### src/rtl/core/frr_pkg.sv
`timescale 1ns / 1ps
`default_nettype none
// ----------------------------------------------------------------------------
// frr_pkg: shared types and constants
// Request/result payload structs, protocol codes and CRC step function.
// ----------------------------------------------------------------------------
package frr_pkg;

    localparam int MAX_PAYLOAD_DEF = 96;

    localparam logic [7:0] SYNC_A       = 8'hA5;
    localparam logic [7:0] SYNC_B       = 8'h5A;
    localparam logic [7:0] PROTO_VER    = 8'h01;
    localparam logic [15:0] CRC_POLY    = 16'hA001;
    localparam logic [15:0] CRC_INIT    = 16'hFFFF;
    localparam logic [7:0] FEATURE_BITS = 8'h07;

    localparam logic [7:0] TYPE_REQ = 8'h01;
    localparam logic [7:0] TYPE_RSP = 8'h02;
    localparam logic [7:0] TYPE_ERR = 8'h03;

    localparam logic [7:0] CMD_PING = 8'h01;
    localparam logic [7:0] CMD_INFO = 8'h02;
    localparam logic [7:0] CMD_TIME = 8'h03;

    localparam logic [7:0] ERR_CRC = 8'h01;
    localparam logic [7:0] ERR_LEN = 8'h02;
    localparam logic [7:0] ERR_VER = 8'h03;
    localparam logic [7:0] ERR_CMD = 8'h04;

    localparam logic [0:0] REG_FW_MAJOR = 1'd0;
    localparam logic [0:0] REG_FW_MINOR = 1'd1;

    typedef struct packed {
        logic [7:0]  rx_byte;
        logic [31:0] time_now;
    } frr_in_t;

    typedef struct packed {
        logic [31:0] tx_word;
        logic [2:0]  tx_count;
        logic        frame_end;
    } frr_out_t;

    // one bit of reflected CRC-16
    function automatic logic [15:0] crc_bit(input logic [15:0] c);
        crc_bit = c[0] ? ((c >> 1) ^ CRC_POLY) : (c >> 1);
    endfunction

endpackage
`default_nettype wire

### src/rtl/core/framed_request_responder.sv
`timescale 1ns / 1ps
`default_nettype none
// ----------------------------------------------------------------------------
// framed_request_responder: framed request parser and reply generator
// Parses sync/header/payload/CRC, builds reply frames one byte at a time
// through a shared bit-serial CRC unit and packs them up to four bytes per result.
// ----------------------------------------------------------------------------
// Input stall: a header or payload byte holds the input through its CRC bit
// steps and evaluate; a sync or check byte holds it through evaluate only,
// and a reply that evaluate starts holds it until its last word is handed out.
// A reply byte under the CRC goes fetch, read wait, load, bit steps, flush; sync and
// check bytes skip the bit steps. Output stalls hold flush; the CRC shifter sets the pace.
// Reset: parser waits for the first sync byte, CRC reads 0xFFFF, no output.
module framed_request_responder
    import frr_pkg::*;
#(
    parameter int MAX_PAYLOAD = MAX_PAYLOAD_DEF
)
(
    input  wire logic     clk,
    input  wire logic     rst_n,
    input  wire logic     in_valid,
    output logic          in_stall,
    input  wire frr_in_t  in_data,
    output logic          out_valid,
    input  wire logic     out_stall,
    output frr_out_t      out_data,
    input  wire logic     cfg_valid,
    output logic          cfg_ready,
    input  wire logic     cfg_index,
    input  wire logic [7:0] cfg_data
);
    localparam int PW = $clog2(MAX_PAYLOAD + 1);
    localparam int AW = $clog2(MAX_PAYLOAD);
    localparam int FW = $clog2(MAX_PAYLOAD + 11);

    // sequencer states
    localparam logic [3:0] S_IDLE  = 4'd0;
    localparam logic [3:0] S_RXCRC = 4'd1;
    localparam logic [3:0] S_EVAL  = 4'd2;
    localparam logic [3:0] S_FETCH = 4'd3;
    localparam logic [3:0] S_BYTE  = 4'd4;
    localparam logic [3:0] S_TXCRC = 4'd5;
    localparam logic [3:0] S_FLUSH = 4'd6;
    localparam logic [3:0] S_RDWAIT = 4'd7;

    // parse phases
    localparam logic [2:0] PH_SYNC_A  = 3'd0;
    localparam logic [2:0] PH_SYNC_B  = 3'd1;
    localparam logic [2:0] PH_HEADER  = 3'd2;
    localparam logic [2:0] PH_PAYLOAD = 3'd3;
    localparam logic [2:0] PH_CHK_LO  = 3'd4;
    localparam logic [2:0] PH_CHK_HI  = 3'd5;

    // eval outcomes
    localparam logic [1:0] EV_NONE = 2'd0;
    localparam logic [1:0] EV_HDR  = 2'd1;
    localparam logic [1:0] EV_CHK  = 2'd2;

    // reply body kinds
    localparam logic [1:0] RK_ERR  = 2'd0;
    localparam logic [1:0] RK_PING = 2'd1;
    localparam logic [1:0] RK_INFO = 2'd2;
    localparam logic [1:0] RK_TIME = 2'd3;

    logic [3:0]  state_reg, state_next;
    logic [2:0]  phase_reg, phase_next;
    logic [7:0]  hdr_reg [6];
    logic [2:0]  hpos_reg, hpos_next;
    logic [PW-1:0] plen_reg, plen_next;
    logic [PW-1:0] ppos_reg, ppos_next;
    logic [7:0]  chklo_reg, chklo_next;
    logic [7:0]  byte_reg, byte_next;
    logic [31:0] time_reg, time_next;
    logic [1:0]  ev_reg, ev_next;
    logic [2:0]  bit_reg, bit_next;
    logic [7:0]  fw_major_reg, fw_minor_reg;
    logic [15:0] rxcrc_reg, rxcrc_next;

    // reply frame descriptor
    logic [7:0]  rtype_reg, rtype_next;
    logic [7:0]  rcode_reg, rcode_next;
    logic [1:0]  rkind_reg, rkind_next;   // reply body kind
    logic [PW-1:0] rlen_reg, rlen_next;
    logic [FW-1:0] fidx_reg, fidx_next;
    logic [7:0]  fbyte_reg, fbyte_next;

    // output packer
    logic [31:0] pack_reg, pack_next;
    logic [2:0]  pcnt_reg, pcnt_next;
    logic        ov_reg, ov_next;
    frr_out_t    od_reg, od_next;

    // payload memory
    logic [7:0]  pmem [MAX_PAYLOAD];
    logic        pm_we;
    logic [AW-1:0] pm_waddr, pm_raddr;
    logic [7:0]  pm_rdata;

    // shared CRC unit
    logic        crc_init, crc_load, crc_step;
    logic [7:0]  crc_data;
    logic [15:0] crc;

    frr_crc u_crc (
        .clk   (clk),
        .rst_n (rst_n),
        .init  (crc_init),
        .load  (crc_load),
        .data  (crc_data),
        .step  (crc_step),
        .crc   (crc)
    );

    always_ff @(posedge clk)
    begin
        if (pm_we)
            pmem[pm_waddr] <= byte_reg;
        pm_rdata <= pmem[pm_raddr];
    end

    logic in_acc, out_acc;
    assign in_acc  = in_valid && !in_stall;
    assign out_acc = out_valid && !out_stall;
    assign in_stall  = (state_reg != S_IDLE);
    assign cfg_ready = 1'b1;
    assign out_valid = ov_reg;
    assign out_data  = od_reg;

    logic [15:0] hlen;
    assign hlen = {hdr_reg[5], hdr_reg[4]};
    logic [FW-1:0] flen;
    assign flen = FW'(rlen_reg) + FW'(10);
    logic [7:0] maxp_lo, maxp_hi;
    assign maxp_lo = 8'(MAX_PAYLOAD);
    assign maxp_hi = 8'(MAX_PAYLOAD >> 8);
    logic [FW-1:0] body_idx;
    assign body_idx = fidx_reg - FW'(8);
    assign pm_raddr = AW'(body_idx);

    // frame byte select
    logic [7:0] frame_byte;
    always_comb
    begin
        frame_byte = 8'h00;
        if (fidx_reg == FW'(0))       frame_byte = SYNC_A;
        else if (fidx_reg == FW'(1))  frame_byte = SYNC_B;
        else if (fidx_reg == FW'(2))  frame_byte = PROTO_VER;
        else if (fidx_reg == FW'(3))  frame_byte = rtype_reg;
        else if (fidx_reg == FW'(4))  frame_byte = hdr_reg[2];
        else if (fidx_reg == FW'(5))  frame_byte = hdr_reg[3];
        else if (fidx_reg == FW'(6))  frame_byte = 8'(rlen_reg);
        else if (fidx_reg == FW'(7))  frame_byte = 8'(FW'(rlen_reg) >> 8);
        else if (fidx_reg == flen - FW'(2)) frame_byte = crc[7:0];
        else if (fidx_reg == flen - FW'(1)) frame_byte = crc[15:8];
        else
        begin
            unique case (rkind_reg)
                RK_ERR: frame_byte = rcode_reg;
                RK_PING: frame_byte = pm_rdata;
                RK_INFO:
                begin
                    unique case (body_idx[2:0])
                        3'd0: frame_byte = PROTO_VER;
                        3'd1: frame_byte = maxp_lo;
                        3'd2: frame_byte = maxp_hi;
                        3'd3: frame_byte = FEATURE_BITS;
                        3'd4: frame_byte = fw_major_reg;
                        3'd5: frame_byte = fw_minor_reg;
                        default: frame_byte = 8'h00;
                    endcase
                end
                default:
                begin
                    unique case (body_idx[1:0])
                        2'd0: frame_byte = time_reg[7:0];
                        2'd1: frame_byte = time_reg[15:8];
                        2'd2: frame_byte = time_reg[23:16];
                        default: frame_byte = time_reg[31:24];
                    endcase
                end
            endcase
        end
    end

    logic is_last;
    assign is_last = (fidx_reg == flen - FW'(1));

    // sequencer
    always_comb
    begin
        state_next = state_reg;
        phase_next = phase_reg;
        hpos_next  = hpos_reg;
        plen_next  = plen_reg;
        ppos_next  = ppos_reg;
        chklo_next = chklo_reg;
        byte_next  = byte_reg;
        time_next  = time_reg;
        ev_next    = ev_reg;
        bit_next   = bit_reg;
        rxcrc_next = rxcrc_reg;
        rtype_next = rtype_reg;
        rcode_next = rcode_reg;
        rkind_next = rkind_reg;
        rlen_next  = rlen_reg;
        fidx_next  = fidx_reg;
        fbyte_next = fbyte_reg;
        pack_next  = pack_reg;
        pcnt_next  = pcnt_reg;
        ov_next    = ov_reg;
        od_next    = od_reg;
        crc_init = 1'b0;
        crc_load = 1'b0;
        crc_step = 1'b0;
        crc_data = byte_reg;
        pm_we    = 1'b0;
        pm_waddr = AW'(ppos_reg);

        if (out_acc)
            ov_next = 1'b0;

        unique case (state_reg)
            S_IDLE:
            begin
                if (in_acc)
                begin
                    byte_next = in_data.rx_byte;
                    time_next = in_data.time_now;
                    ev_next   = EV_NONE;
                    state_next = S_EVAL;
                    unique case (phase_reg)
                        PH_SYNC_A:
                            if (in_data.rx_byte == SYNC_A)
                                phase_next = PH_SYNC_B;
                        PH_SYNC_B:
                            if (in_data.rx_byte == SYNC_B)
                            begin
                                phase_next = PH_HEADER;
                                hpos_next = 3'd0;
                                ppos_next = '0;
                                plen_next = '0;
                                crc_init  = 1'b1;
                            end
                            else if (in_data.rx_byte != SYNC_A)
                                phase_next = PH_SYNC_A;
                        PH_HEADER:
                        begin
                            hpos_next = hpos_reg + 3'd1;
                            crc_data = in_data.rx_byte;
                            crc_load = 1'b1;
                            bit_next = 3'd0;
                            state_next = S_RXCRC;
                            if (hpos_reg == 3'd5)
                                ev_next = EV_HDR;
                        end
                        PH_PAYLOAD:
                        begin
                            ppos_next = ppos_reg + PW'(1);
                            crc_data = in_data.rx_byte;
                            crc_load = 1'b1;
                            bit_next = 3'd0;
                            state_next = S_RXCRC;
                            if (ppos_reg + PW'(1) >= plen_reg)
                                phase_next = PH_CHK_LO;
                        end
                        PH_CHK_LO:
                        begin
                            chklo_next = in_data.rx_byte;
                            phase_next = PH_CHK_HI;
                        end
                        PH_CHK_HI:
                        begin
                            ev_next = EV_CHK;
                            rxcrc_next = crc;
                            phase_next = PH_SYNC_A;
                        end
                        default:
                            phase_next = PH_SYNC_A;
                    endcase
                end
            end
            S_RXCRC:
            begin
                crc_step = 1'b1;
                bit_next = bit_reg + 3'd1;
                if (phase_reg == PH_CHK_LO && bit_reg == 3'd0 &&
                    ppos_reg != '0)
                    pm_we = 1'b0;
                if (bit_reg == 3'd7)
                    state_next = S_EVAL;
            end
            S_EVAL:
            begin
                state_next = S_IDLE;
                rkind_next = RK_ERR;
                rlen_next  = PW'(1);
                rtype_next = TYPE_ERR;
                if (ev_reg == EV_HDR)
                begin
                    plen_next = PW'(hlen);
                    if (hdr_reg[0] != PROTO_VER)
                    begin
                        rcode_next = ERR_VER;
                        state_next = S_FETCH;
                        phase_next = PH_SYNC_A;
                    end
                    else if (hlen > 16'(MAX_PAYLOAD))
                    begin
                        rcode_next = ERR_LEN;
                        state_next = S_FETCH;
                        phase_next = PH_SYNC_A;
                    end
                    else if (hlen == 16'd0)
                        phase_next = PH_CHK_LO;
                    else
                    begin
                        ppos_next = '0;
                        phase_next = PH_PAYLOAD;
                    end
                end
                else if (ev_reg == EV_CHK)
                begin
                    if ({byte_reg, chklo_reg} != rxcrc_reg)
                    begin
                        rcode_next = ERR_CRC;
                        state_next = S_FETCH;
                    end
                    else if (hdr_reg[1] == TYPE_REQ)
                    begin
                        state_next = S_FETCH;
                        rtype_next = TYPE_RSP;
                        if (hdr_reg[3] == CMD_PING)
                        begin
                            rkind_next = RK_PING;
                            rlen_next = plen_reg;
                        end
                        else if (hdr_reg[3] == CMD_INFO)
                        begin
                            rkind_next = RK_INFO;
                            rlen_next = PW'(8);
                        end
                        else if (hdr_reg[3] == CMD_TIME)
                        begin
                            rkind_next = RK_TIME;
                            rlen_next = PW'(4);
                        end
                        else
                        begin
                            rtype_next = TYPE_ERR;
                            rcode_next = ERR_CMD;
                        end
                    end
                end
                if (state_next == S_FETCH)
                begin
                    fidx_next = '0;
                    pcnt_next = 3'd0;
                    pack_next = '0;
                    crc_init = 1'b1;
                    hpos_next = 3'd0;
                    ppos_next = (ev_reg == EV_HDR) ? '0 : ppos_reg;
                    if (ev_reg == EV_HDR)
                        plen_next = '0;
                end
                else if (ev_reg == EV_CHK)
                begin
                    crc_init = 1'b1;
                    plen_next = '0;
                    ppos_next = '0;
                    hpos_next = 3'd0;
                end
                // payload byte store happens once its CRC pass ends
                if (ev_reg == EV_NONE && (phase_reg == PH_PAYLOAD ||
                    phase_reg == PH_CHK_LO) && ppos_reg != '0 &&
                    hpos_reg == 3'd6)
                begin
                    pm_we = 1'b1;
                    pm_waddr = AW'(ppos_reg - PW'(1));
                end
            end
            S_FETCH:
                state_next = S_RDWAIT;
            S_RDWAIT:
            begin
                // memory read data for this index is now valid
                fbyte_next = frame_byte;
                state_next = S_BYTE;
            end
            S_BYTE:
            begin
                if (!ov_next || pcnt_reg != 3'd4)
                begin
                    if (fidx_reg >= FW'(2) && fidx_reg < flen - FW'(2))
                    begin
                        crc_data = fbyte_reg;
                        crc_load = 1'b1;
                        bit_next = 3'd0;
                        state_next = S_TXCRC;
                    end
                    else
                        state_next = S_FLUSH;
                    unique case (pcnt_reg[1:0])
                        2'd0: pack_next[7:0]   = fbyte_reg;
                        2'd1: pack_next[15:8]  = fbyte_reg;
                        2'd2: pack_next[23:16] = fbyte_reg;
                        default: pack_next[31:24] = fbyte_reg;
                    endcase
                    pcnt_next = pcnt_reg + 3'd1;
                end
            end
            S_TXCRC:
            begin
                crc_step = 1'b1;
                bit_next = bit_reg + 3'd1;
                if (bit_reg == 3'd7)
                    state_next = S_FLUSH;
            end
            default:
            begin
                // S_FLUSH: hand a full or final word to the output register, else move to the next byte
                if (pcnt_reg == 3'd4 || is_last)
                begin
                    if (!ov_next)
                    begin
                        ov_next = 1'b1;
                        od_next.tx_word = pack_reg;
                        od_next.tx_count = pcnt_reg;
                        od_next.frame_end = is_last;
                        pcnt_next = 3'd0;
                        pack_next = '0;
                        if (is_last)
                            state_next = S_IDLE;
                        else
                        begin
                            fidx_next = fidx_reg + FW'(1);
                            state_next = S_FETCH;
                        end
                    end
                end
                else
                begin
                    fidx_next = fidx_reg + FW'(1);
                    state_next = S_FETCH;
                end
            end
        endcase
    end

    // header store
    always_ff @(posedge clk)
    begin
        if (in_acc && phase_reg == PH_HEADER && hpos_reg < 3'd6)
            hdr_reg[hpos_reg] <= in_data.rx_byte;
    end

    // config registers
    always_ff @(posedge clk or negedge rst_n)
    begin
        if (!rst_n)
        begin
            fw_major_reg <= 8'd1;
            fw_minor_reg <= 8'd0;
        end
        else if (cfg_valid && cfg_ready)
        begin
            if (cfg_index == REG_FW_MAJOR)
                fw_major_reg <= cfg_data;
            else
                fw_minor_reg <= cfg_data;
        end
    end

    always_ff @(posedge clk or negedge rst_n)
    begin
        if (!rst_n)
        begin
            state_reg <= S_IDLE;
            phase_reg <= PH_SYNC_A;
            hpos_reg  <= '0;
            plen_reg  <= '0;
            ppos_reg  <= '0;
            chklo_reg <= '0;
            ev_reg    <= EV_NONE;
            bit_reg   <= '0;
            fidx_reg  <= '0;
            pcnt_reg  <= '0;
            ov_reg    <= 1'b0;
        end
        else
        begin
            state_reg <= state_next;
            phase_reg <= phase_next;
            hpos_reg  <= hpos_next;
            plen_reg  <= plen_next;
            ppos_reg  <= ppos_next;
            chklo_reg <= chklo_next;
            ev_reg    <= ev_next;
            bit_reg   <= bit_next;
            fidx_reg  <= fidx_next;
            pcnt_reg  <= pcnt_next;
            ov_reg    <= ov_next;
        end
    end

    always_ff @(posedge clk)
    begin
        byte_reg  <= byte_next;
        time_reg  <= time_next;
        rxcrc_reg <= rxcrc_next;
        rtype_reg <= rtype_next;
        rcode_reg <= rcode_next;
        rkind_reg <= rkind_next;
        rlen_reg  <= rlen_next;
        fbyte_reg <= fbyte_next;
        pack_reg  <= pack_next;
        od_reg    <= od_next;
    end

`ifndef SYNTHESIS
    a_no_accept_busy: assert property (@(posedge clk) disable iff (!rst_n)
        (state_reg != S_IDLE) |-> !in_acc)
        else $error("request accepted while busy");
    a_count_range: assert property (@(posedge clk) disable iff (!rst_n)
        out_valid |-> (out_data.tx_count != 3'd0 && out_data.tx_count <= 3'd4))
        else $error("bad tx_count");
    a_pack_bound: assert property (@(posedge clk) disable iff (!rst_n)
        pcnt_reg <= 3'd4)
        else $error("packer overflow");
    a_end_idle: assert property (@(posedge clk) disable iff (!rst_n)
        (state_reg == S_FLUSH && state_next == S_IDLE) |=> out_data.frame_end)
        else $error("frame end missing");
`endif
endmodule
`default_nettype wire

### src/rtl/core/frr_crc.sv
`timescale 1ns / 1ps
`default_nettype none
// ----------------------------------------------------------------------------
// frr_crc: bit-serial CRC-16/Modbus unit
// Load xors a byte in; each step shifts one bit. Eight steps per byte.
// ----------------------------------------------------------------------------
module frr_crc
    import frr_pkg::*;
(
    input  wire logic        clk,
    input  wire logic        rst_n,
    input  wire logic        init,
    input  wire logic        load,
    input  wire logic [7:0]  data,
    input  wire logic        step,
    output logic [15:0]      crc
);
    logic [15:0] crc_reg, crc_next;

    // init has priority, then byte load, then bit shift
    always_comb
    begin
        crc_next = crc_reg;
        priority if (init)
            crc_next = CRC_INIT;
        else if (load)
            crc_next = crc_reg ^ {8'h00, data};
        else if (step)
            crc_next = crc_bit(crc_reg);
        else
            crc_next = crc_reg;
    end

    always_ff @(posedge clk or negedge rst_n)
    begin
        if (!rst_n)
            crc_reg <= CRC_INIT;
        else
            crc_reg <= crc_next;
    end

    assign crc = crc_reg;
endmodule
`default_nettype wire
### config.mk
export PLATFORM = sky130hd
export DESIGN_NAME = framed_request_responder
export DESIGN_NICKNAME = d
export VERILOG_FILES = /design/src/rtl/core/frr_pkg.sv /design/src/rtl/core/framed_request_responder.sv /design/src/rtl/core/frr_crc.sv
export SDC_FILE = /design/constraint.sdc
export NUM_CORES = 1
export LEC_CHECK = 0
export BUFFER_PORTS_ARGS = -buffer_cell sky130_fd_sc_hd__buf_2
export CAP_MARGIN = 20
export CELL_PAD_IN_SITES_DETAIL_PLACEMENT = 0
export CELL_PAD_IN_SITES_GLOBAL_PLACEMENT = 2
export CORE_AREA = 4 4 289 291
export DETAILED_ROUTE_END_ITERATION = 7
export DIE_AREA = 0 0 293 295
export GPL_TIMING_DRIVEN = 0
export PLACE_DENSITY_LB_ADDON = 0.1
export RECOVER_POWER = 50
export SYNTH_ARGS = -nofsm -noshare
export SYNTH_HDL_FRONTEND = slang
export SYNTH_SLANG_ARGS = --single-unit
### constraint.sdc
create_clock -name clk -period 15.4 [get_ports clk]
set_input_delay 0 -clock clk [delete_from_list [all_inputs] [get_ports clk]]
set_output_delay 0 -clock clk [all_outputs]
set_load 0.01 [all_outputs]
Word level (Yosys, flattened, before mapping)
Memory sizes are Yosys's and may differ from the RTL's. A register that Yosys moved wholly into a read port is not among the register bits.
Cells that the tools add are included.
{"block": "totals", "ff_bits": 237, "ramBits": 816, "in_bits": 54, "output_inout_bits": 39, "mem_count": 2}
{"name": "pmem", "depth": 96, "width": 8, "rd": 1, "rd_ports_with_merged_regs": 1, "write_ports": 1, "line": "framed_request_responder.sv:95", "source": "logic [7:0] pmem [MAX_PAYLOAD];"}
{"name": "hdr_reg", "depth": 6, "width": 8, "rd": 6, "rd_ports_with_merged_regs": 0, "write_ports": 1, "line": "framed_request_responder.sv:68", "source": "logic [7:0] hdr_reg [6];"}
{"block": "classes", "n_addsub": 10, "order_cmp": 5, "n_eq_ne": 82, "muxes": 140, "bitwise": 9, "n_reduce_logical": 59}
{"op": "$mux W8", "n": 26}
{"op": "$mux W7", "n": 22}
{"op": "$mux W32", "n": 4}
{"op": "$pmux W32 S3", "n": 1}
{"op": "$mux W3", "n": 22}
{"op": "$mux W16", "n": 4}
{"op": "$pmux W7 S2", "n": 4}
{"op": "$pmux W8 S3", "n": 2}
{"op": "$pmux W8 S5", "n": 1}
{"op": "$mux W4", "n": 9}
{"op": "$ne A3 B3 Y1 const B", "n": 10}
{"op": "$eq A7 B3 Y1 const B", "n": 4}
{"op": "$pmux W4 S7", "n": 1}
{"op": "$eq A3 B3 Y1 const B", "n": 8}
{"op": "$mux W1", "n": 24}
{"op": "$reduce_and A6 Y1", "n": 4}
{"op": "$ne A2 B2 Y1 const B", "n": 11}
{"op": "$mux W2", "n": 10}
{"op": "$reduce_and A5 Y1", "n": 4}
{"op": "$pmux W3 S2", "n": 3}
{"op": "$pmux W3 S3", "n": 2}
{"op": "$eq A8 B1 Y1 const B", "n": 2}
{"op": "$eq A8 B2 Y1 const B", "n": 2}
{"op": "$gt A16 B7 Y1 const B", "n": 1}
{"op": "60 further kinds", "n": 124}

Longest topological paths before layout
Gate-level depths: netlist of the first run.
{"block": "depth", "word_depth": 13, "mapped_depth": 15}

Modules after synthesis
A second synthesis of the first run with hierarchy kept.
{"block": "unflattened", "hier_cells": 2340, "hier_area_um2": 42899.9}
{"mod": "framed_request_responder", "n_inst": 1, "cells_each": 2260, "area_each_um2": 42019.0, "seq_area_each_um2": 30595.6}
{"mod": "frr_crc", "n_inst": 1, "cells_each": 80, "area_each_um2": 880.8, "seq_area_each_um2": 420.4}

Worst setup path before layout of the first run
No wires, ideal clock.
{"block": "synth_timing", "kind": "register to register", "startpoint": "reg fidx_reg[0]", "endpoint": "reg od_reg (netlist bit out_data[0]), enable pin", "arrival_ns": 4.836, "required_ns": 14.959, "slack_ns": 10.122, "stages_incl_launch_ff": 12, "path_buffers": 5, "period_less_slack_ns": 5.278, "cell_sequence": "dfrtp_1 > buf_2 > buf_6 > buf_2 > buf_1 > inv_1 > ha_1 > or4_4 > nor4_4 > buf_6 > o21bai_1 > a21oi_1"}
{"block": "synth_between", "elab_chain_cells": 3}
{"element": "start, declared", "line": "framed_request_responder.sv:85", "source": "logic [FW-1:0] fidx_reg, fidx_next;"}
{"element": "start signal, assigned", "line": "framed_request_responder.sv:500", "source": "fidx_reg <= fidx_next;"}
{"element": "$eq A7 B7 Y1", "line": "framed_request_responder.sv:187", "source": "assign is_last = (fidx_reg == flen - FW'(1));"}
{"element": "net is_last", "line": "framed_request_responder.sv:186", "source": "logic is_last;"}
{"element": "$logic_or A1 B1 Y1", "line": "framed_request_responder.sv:422", "source": "if (pcnt_reg == 3'd4 || is_last)"}
{"element": "$reduce_and A3 Y1 (no source line)"}
{"element": "end signal, assigned", "line": "framed_request_responder.sv:517", "source": "od_reg <= od_next;"}
{"element": "end, declared", "line": "framed_request_responder.sv:92", "source": "frr_out_t od_reg, od_next;"}
The timed path passes the listed nets, and every way through them passes these cells.
A chain may end at the register's enable or synchronous reset.

Worst setup path after layout of the first run
{"block": "layout_timing", "startpoint": "reg fidx_reg[0]", "endpoint": "reg pack_reg[10], enable pin"}
{"block": "layout_between", "elab_chain_cells": 4}
{"element": "$eq A7 B7 Y1", "line": "framed_request_responder.sv:187"}
{"element": "$logic_or A1 B1 Y1", "line": "framed_request_responder.sv:422"}
{"element": "$reduce_bool A3 Y1 (no source line)"}
{"element": "$reduce_and A6 Y1 (no source line)"}
{"element": "end signal, assigned", "line": "framed_request_responder.sv:516", "source": "pack_reg <= pack_next;"}
{"element": "end, declared", "line": "framed_request_responder.sv:89", "source": "logic [31:0] pack_reg, pack_next;"}
Every way passes these cells.

==> results.yml, run 1 <==
cts:
  cts_sinks: 1048
  clk_path_buf_depth: 3
  clkLatencyLatePin_ps: 660
  cts.repair.resized: 0
  htree_levels: 3
  path_clk_slew_ps: 60
  tritoncts: "yes"
  numCtsBuffers: 106
  clockRootBuffer: "clkbuf_16"
  post_cts.repair.setup_buffers: 0
synthesis:
  ys_top_cells_by_count: "edfxtp_1, mux4_2, nor2_1, nand2_1, clkbuf_1"
  synth_top_family_by_area: "multiplexers"
  synthAdderAreaFrac_pct: 1.24
  synth_top_cells_by_area: "edfxtp_1, mux4_2, dfrtp_1, nor2_1, ha_1"
  synth_xor_area_share_pct: 1.24
  synth_simple_gate_area_share_pct: 5.00
  synthMuxAreaShare_pct: 14.5
  syn_inst: 2251
  ys.warnings.count: 0
  yosysMostFrequentCell: "edfxtp_1"
  ys_types: 88
  netlist.top_cell.by_area: "edfxtp_1"
  syn_nets: 2347
  async_flop_share_pct: 7.54
  ys.flop_type: "edfxtp_1"
  synth_top_area_share_pct: 67.8
  ys_seq_area_share_pct: 72.9
  synth_compound_gate_area_share_pct: 3.65
  synth_edf_count: 961
  avgSynthCellArea_sq_um: 18.9
  ys_ff_latch: 1048
  syn-cell-area_sq_um: 42500
die:
  die_h_um: 295
  core_area_sq_um: 80500
  start_util_pct: 52.8
  ios: 93
  placementRows: 104
  fp.dieW_um: 293
  die_area_sq_um: 86400
critical_path:
  worstSetupPathType: "reg2reg"
  critical_path_required_ps: 15700
  cp_max_fo: 10
  worst_ep_arrival_time_ps: 5600
  end_kind: "register"
  start_kind: "register"
route:
  drc: 0
  drtPass1Iterations: 6
  drt_iter0_drc: 2128
  ant_nets: 0
  avgViaCountPerCell: 6.06
  routed_wirelength_mm: 106
  via_count: 22400
  drt-wirelength-per-cell_um: 28.7
power:
  p_seq_share_pct: 41.5
  ir_worst_vdd_v: 0.000130
  leakagePower_nw: 15.6
  power-per-cell-area_nw_per_um2: 171
  power_switching_mw: 2.54
  power_frac_comb_pct: 28.6
  switching_share_pct: 30.7
  p_int_mw: 5.73
  clockPowerShare_pct: 29.9
timing:
  tightest_slew_ps: 2580
  clock_skew_ps: 16.6
  rsz0062_at_grt: "false"
  hold_ws_ps: 26.9
  clock.fmax_mhz: 189
  slew_headroom_pct: -71.8
  finalHoldViolCount: 0
  finalSetupTns_ps: 0
  report.final.slew_viol_count: 104
  post-route-period-util_pct: 34.4
  setup_viol: 0
  fin_crit_ps: 5300
outcome:
  status: "complete, but fails checks"
  violations: "capacitance limit, slew limit"
min_path:
  min_path_type: "in2reg"
finish:
  register_area_sq_um: 31000
  synthToLayoutAreaGrowth_pct: 13.6
  fin_nets: 2636
  fillers: 5902
  final_layout_size_suffix_gt1_share_pct: 20.5
  multi_input_area_sq_um: 10900
  largest_register_ffs: 768
grt:
  grt_max_degree: 49
  overflow: 0
  grt_pass1_wl_mm: 155
  track_usage_pct: 24.7
  grt_pass1_vias: 23000
  antenna_found_initial: 1
placement:
  io_buffers: 91
  routabilityCongestion: 0.834
  hpwl_mm: 74.0
job:
  cap_violations: 3
-- power by group through the flow --
stage               registers, mW  clock network [mW]  logic [mW]
global placement             3.60                   0        2.24
CTS                          3.44                2.52        2.46
finish                       3.43                2.47        2.37
floorplan                    3.50                   0        1.52
detailed placement           3.50                   0        2.44
global route                 3.45                2.64        2.53
-- stage by stage --
stage / power (mW) / std cells / utilization (%) / worst slack [ps] / area, sq um
floorplan: 5.02 / 2251 / - / 10120 / 42500
global placement: 5.84 / 3402 / 55.0 / 8260 / 44300
detailed placement: 5.94 / 3438 / 56.2 / 10010 / 45200
CTS: 8.41 / 3687 / 61.0 / 9980 / 49100
global route: 8.62 / 3688 / 60.0 / 9670 / 48300
finish: 8.28 / 3689 / 60.0 / 10100 / 48300
-- timing repair --
item,4_1_cts,5_1_grt
endpoints found under the hold margin,224,0
hold buffers,53,0
endpoints found under the setup margin,0,0
-- cells in the final DEF, fill, tap and decap left out, types with 35 or more instances in the layout --
| cell | Yosys | routed |
|---|---|---|
| dfrtp_1 | 62 | 62 |
| o21ai_0 | 58 | 58 |
| nand3_1 | 37 | 37 |
| dlygate4sd3_1 | 0 | 52 |
| mux4_2 | 248 | 248 |
| mux2_2 | 35 | 35 |
| edfxtp_1 | 961 | 961 |
| a21oi_1 | 41 | 40 |
| nand2_1 | 101 | 101 |
| nor2_1 | 159 | 159 |
| buf_2 | 28 | 69 |
| ha_1 | 42 | 42 |
| clkbuf_1 | 66 | 170 |
| clkbuf_16 | 0 | 109 |
-- area by class of cell --
cell class                      instances  share of cell area [%]
Buffer                                109                    1.00
Sequential cell                      1048                    64.2
Inverter                               36                   0.282
Timing Repair Buffer                  181                    2.25
Clock inverter                         66                    1.11
Tap cell                             1060                    2.74
Multi-Input combinational cell       1058                    22.6
Clock buffer                          130                    5.83
Antenna cell                            1                 0.00518
-- kinds of logic (layout without fill, tap and decap cells) --
kind of cell             after synthesis  count (layout)
XOR/XNOR                              54              54
AO/OA/AOI/OAI                        232             232
flip-flops                          1048            1048
other                                  1               2
AND/OR/NAND/NOR                      427             427
multiplexers                         302             302
adder cells (fa/ha/maj)               42              42
buffers and inverters                145             522
-- final timing paths --
| check | endpoint | slack, ps | startpoint | depth (start not counted) |
|---|---|---|---|---|
| setup / recovery | pack_reg[10] | 10100 | fidx_reg[0] | 11 |
| max in group asynchronous | ppos_reg[1] | 12160 | rst_n | 4 |
| hold reg to reg | out_data[30] | 420 | pack_reg[26] | 0 |
| setup reg to reg | pack_reg[10] | 10100 | fidx_reg[0] | 11 |
| min in group asynchronous | u_crc.crc[9] | 760 | rst_n | 3 |
| hold / removal | fw_minor_reg[7] | 30 | cfg_valid | 3 |
-- layer usage --
layer  vias to the layer above  track usage [%]  wire [um]
met5                         -                0          0
met4                         0             7.26       3360
met3                       171             4.00       6210
met2                       757             42.2      53700
met1                     11700             33.3      42500
li1                       9692                -          -
-- critical path, stage by stage (launching register included) --
cell and delay [ps]:
dfrtp_1 510, buf_2 300, buf_6 220, buf_2 430, buf_1 620, inv_1 240
ha_1 380, or4_4 560, nor4_4 700, nor2_1 160, o211ai_2 350, o21a_1 470
Note: power is estimated with default switching activity, not from simulation.
==> run 2: changes to the inputs <==
Settings changed: ABC_AREA from default to 1, CORE_AREA 4 4 289 291 to 4 4 339 341, DIE_AREA 0 0 293 295 to 0 0 343 345.
Clock period 15.4 ns to 4.5 ns, I/O delays scaled along.
==> run 2 against run 1 <==
  * The run ends with capacitance limit, slew limit, setup timing left
  * Power is 150% higher
  * Non-clock buffer count is 161 higher
  * Clock power grew to 3.8 times the previous value
==> results.yml, run 2 <==
synthesis:
  ys_top_cells_by_count: "edfxtp_1, nor2_1, nand2_1, o21ai_0, o22ai_1"
  synth_xor_area_share_pct: 0.665
  syn-cell-area_sq_um: 43300
  yosysMostFrequentCell: "edfxtp_1"
  syn_nets: 3735
  synth_top_family_by_area: "simple AND/OR/NAND/NOR gates"
  synth_top_area_share_pct: 66.7
  ys_seq_area_share_pct: 71.7
  ys.flop_type: "edfxtp_1"
  netlist.top_cell.by_area: "edfxtp_1"
  ys_ff_latch: 1048
  avgSynthCellArea_sq_um: 11.9
  async_flop_share_pct: 7.54
  ys.warnings.count: 0
  ys_types: 55
  synthMuxAreaShare_pct: 0.0752
  synth_compound_gate_area_share_pct: 10.9
  synthAdderAreaFrac_pct: 1.21
  synth_simple_gate_area_share_pct: 12.3
  syn_inst: 3639
  synth_top_cells_by_area: "edfxtp_1, o21ai_0, nor2_1, nand2_1, dfrtp_1"
  synth_edf_count: 961
die:
  fp.dieW_um: 343
  start_util_pct: 38.7
  ios: 93
  die_area_sq_um: 118000
  placementRows: 123
  core_area_sq_um: 112000
  die_h_um: 345
critical_path:
  cp_top_family: "buffers and inverters"
  path_cells: "buf_2 > clkbuf_1 > clkbuf_1 > clkbuf_1 > nor2_1 > o22ai_1 > nand2_1 > nand4_1 > nand3_1 > a31oi_1"
  ff2ff_setup_slack_ps: -20
  worstSetupPathType: "reg2reg"
  worst_ep_arrival_time_ps: 5080
  cp_max_fo: 10
  start_kind: "register"
  critical_path_required_ps: 5050
  path_buf_inv: 4
  crit_top_cell: "clkbuf_1"
  cpPeakStageDelay_ps: 870
  cpMaxStageDelayCell: "clkbuf_1"
  end_kind: "register"
route:
  drt_iter0_drc: 3918
  drc: 0
  drtPass1Iterations: 6
  ant_nets: 0
  via_count: 31600
  drt-wirelength-per-cell_um: 30.4
  avgViaCountPerCell: 5.64
  routed_wirelength_mm: 171
outcome:
  status: "complete, but fails checks"
  violations: "capacitance limit, slew limit, setup timing"
cts:
  cts_sinks: 1048
  clk_path_buf_depth: 3
  tritoncts: "yes"
  path_clk_slew_ps: 70
  numCtsBuffers: 112
  htree_levels: 3
  clockRootBuffer: "clkbuf_16"
  clkLatencyLatePin_ps: 710
timing:
  slew_headroom_pct: -108
  clock_skew_ps: 29.9
  setup_slack_ps: -24.2
  post-route-period-util_pct: 101
  rsz0062_at_grt: "true"
  fin_crit_ps: 4520
  report.final.slew_viol_count: 57
  clock.fmax_mhz: 221
  setup_viol: 1
  tightest_slew_ps: 3120
  finalHoldViolCount: 0
finish:
  synthToLayoutAreaGrowth_pct: 18.8
  postLayoutCoreUtil_pct: 46.0
  fillers: 10500
  layout_commonest_cell: "edfxtp_1"
  largest_register_ffs: 768
  fin_nets: 4106
  layoutNonFillerInstCount: 5608
  final_cell_mix: "edfxtp_1, nor2_1, nand2_1"
  final_layout_size_suffix_gt1_share_pct: 10.5
power:
  power_switching_mw: 4.22
  p_int_mw: 16.1
  ir_worst_vdd_v: 0.000314
  report.power.total_mw: 20.3
  clockPowerShare_pct: 46.1
  power_frac_comb_pct: 1.3
  p_seq_share_pct: 52.6
  leakagePower_nw: 17.3
  switching_share_pct: 20.8
  power-per-cell-area_nw_per_um2: 394
grt:
  grt_max_degree: 57
  grt_pass1_wl_mm: 235
  grt_pass1_vias: 30000
  track_usage_pct: 28.3
  antenna_found_initial: 16
  overflow: 0
placement:
  routabilityCongestion: 0.929
  hpwl_mm: 122
  place_ws_ps: -1690
  io_buffers: 91
  dp.cells: 5312
job:
  cap_violations: 1
min_path:
  min_path_type: "in2reg"
## run 2: changes by cell type after synthesis, sizes merged, moves of 33 or more
| cell | previous run | this run |
|---|---|---|
| mux4 | 248 | 0 |
| nand2 | 102 | 486 |
| nor2 | 160 | 616 |
| a21oi | 42 | 100 |
| o21ai | 60 | 476 |
| o22ai | 12 | 198 |
| nand4 | 8 | 69 |
| clkbuf | 67 | 177 |
| inv | 34 | 169 |
| nand3 | 44 | 88 |
| mux2 | 35 | 2 |
## run 2: area by class of cell
cell class / count / area, sq um / area share [%]
sequential: 1048 / 31000 / 60.3
timing repair buffer: 260 / 2100 / 4.09
buffer: 191 / 774 / 1.51
antenna: 5 / 12.5 / 0.0243
inverter: 170 / 638 / 1.24
multi-input combinational: 2227 / 11400 / 22.1
tap: 1500 / 1880 / 3.65
clock inverter: 59 / 646 / 1.26
clock buffer: 148 / 3010 / 5.86
## run 2: layer usage
layer | up-vias | routed length (um) | GRT usage (%)
li1 | 13900 | - | -
met1 | 16000 | 75600 | 41.6
met2 | 1493 | 72500 | 41.2
met3 | 278 | 16900 | 7.46
met4 | 0 | 5480 | 8.35
met5 | - | 0 | 0
## run 2: kinds of logic after synthesis
| kind of cell | after synthesis |
|---|---|
| AND/OR/NAND/NOR | 1300 |
| flip-flops | 1048 |
| AO/OA/AOI/OAI | 849 |
| buffers and inverters | 364 |
| adder cells (fa/ha/maj) | 42 |
| XOR/XNOR | 32 |
| multiplexers | 3 |
| other | 1 |
## run 2: per-stage QoR
step           TNS [ps]  hold WS [ps]  instance area, sq um
2_1_floorplan         0          -296                 43300
3_3_place_gp    -369110           179                 45600
3_5_place_dp    -182310         -38.7                 47200
4_1_cts          -25250          2.25                 51800
5_1_grt           -3830          30.9                 51400
6_report          -24.2          34.5                 51400
## run 2: timing repair
item / CTS / global route
hold buffers: 68 / 0
setup endpoints to repair: 588 / 771
buffers inserted: 6 / 2
gates cloned: 0 / 0
endpoints found under the hold margin: 239 / 0
gates resized for setup: 65 / 115
pin swaps: 4 / 2
## run 2: power groups by stage
stage | Sequential, mW | Combinational [mW] | Clock [mW]
finish | 10.7 | 0.272 | 9.35
global route | 10.7 | 0.304 | 9.87
CTS | 10.7 | 0.283 | 9.45
detailed placement | 10.9 | 0.229 | 0
global placement | 10.9 | 0.222 | 0
floorplan | 10.8 | 0.121 | 0
## run 2: path summary, 6_finish.rpt
path	from	end	depth (start not counted)
worst max register to register	fidx_reg[0]	pm_rdata[7]	10
min in group asynchronous	rst_n	fw_major_reg[0]	3
worst max-delay path	fidx_reg[0]	pm_rdata[7]	10
worst min-delay path	in_data[21]	time_reg[21]	2
worst min register to register	pack_reg[6]	out_data[10]	0
max in group asynchronous	rst_n	ppos_reg[2]	4
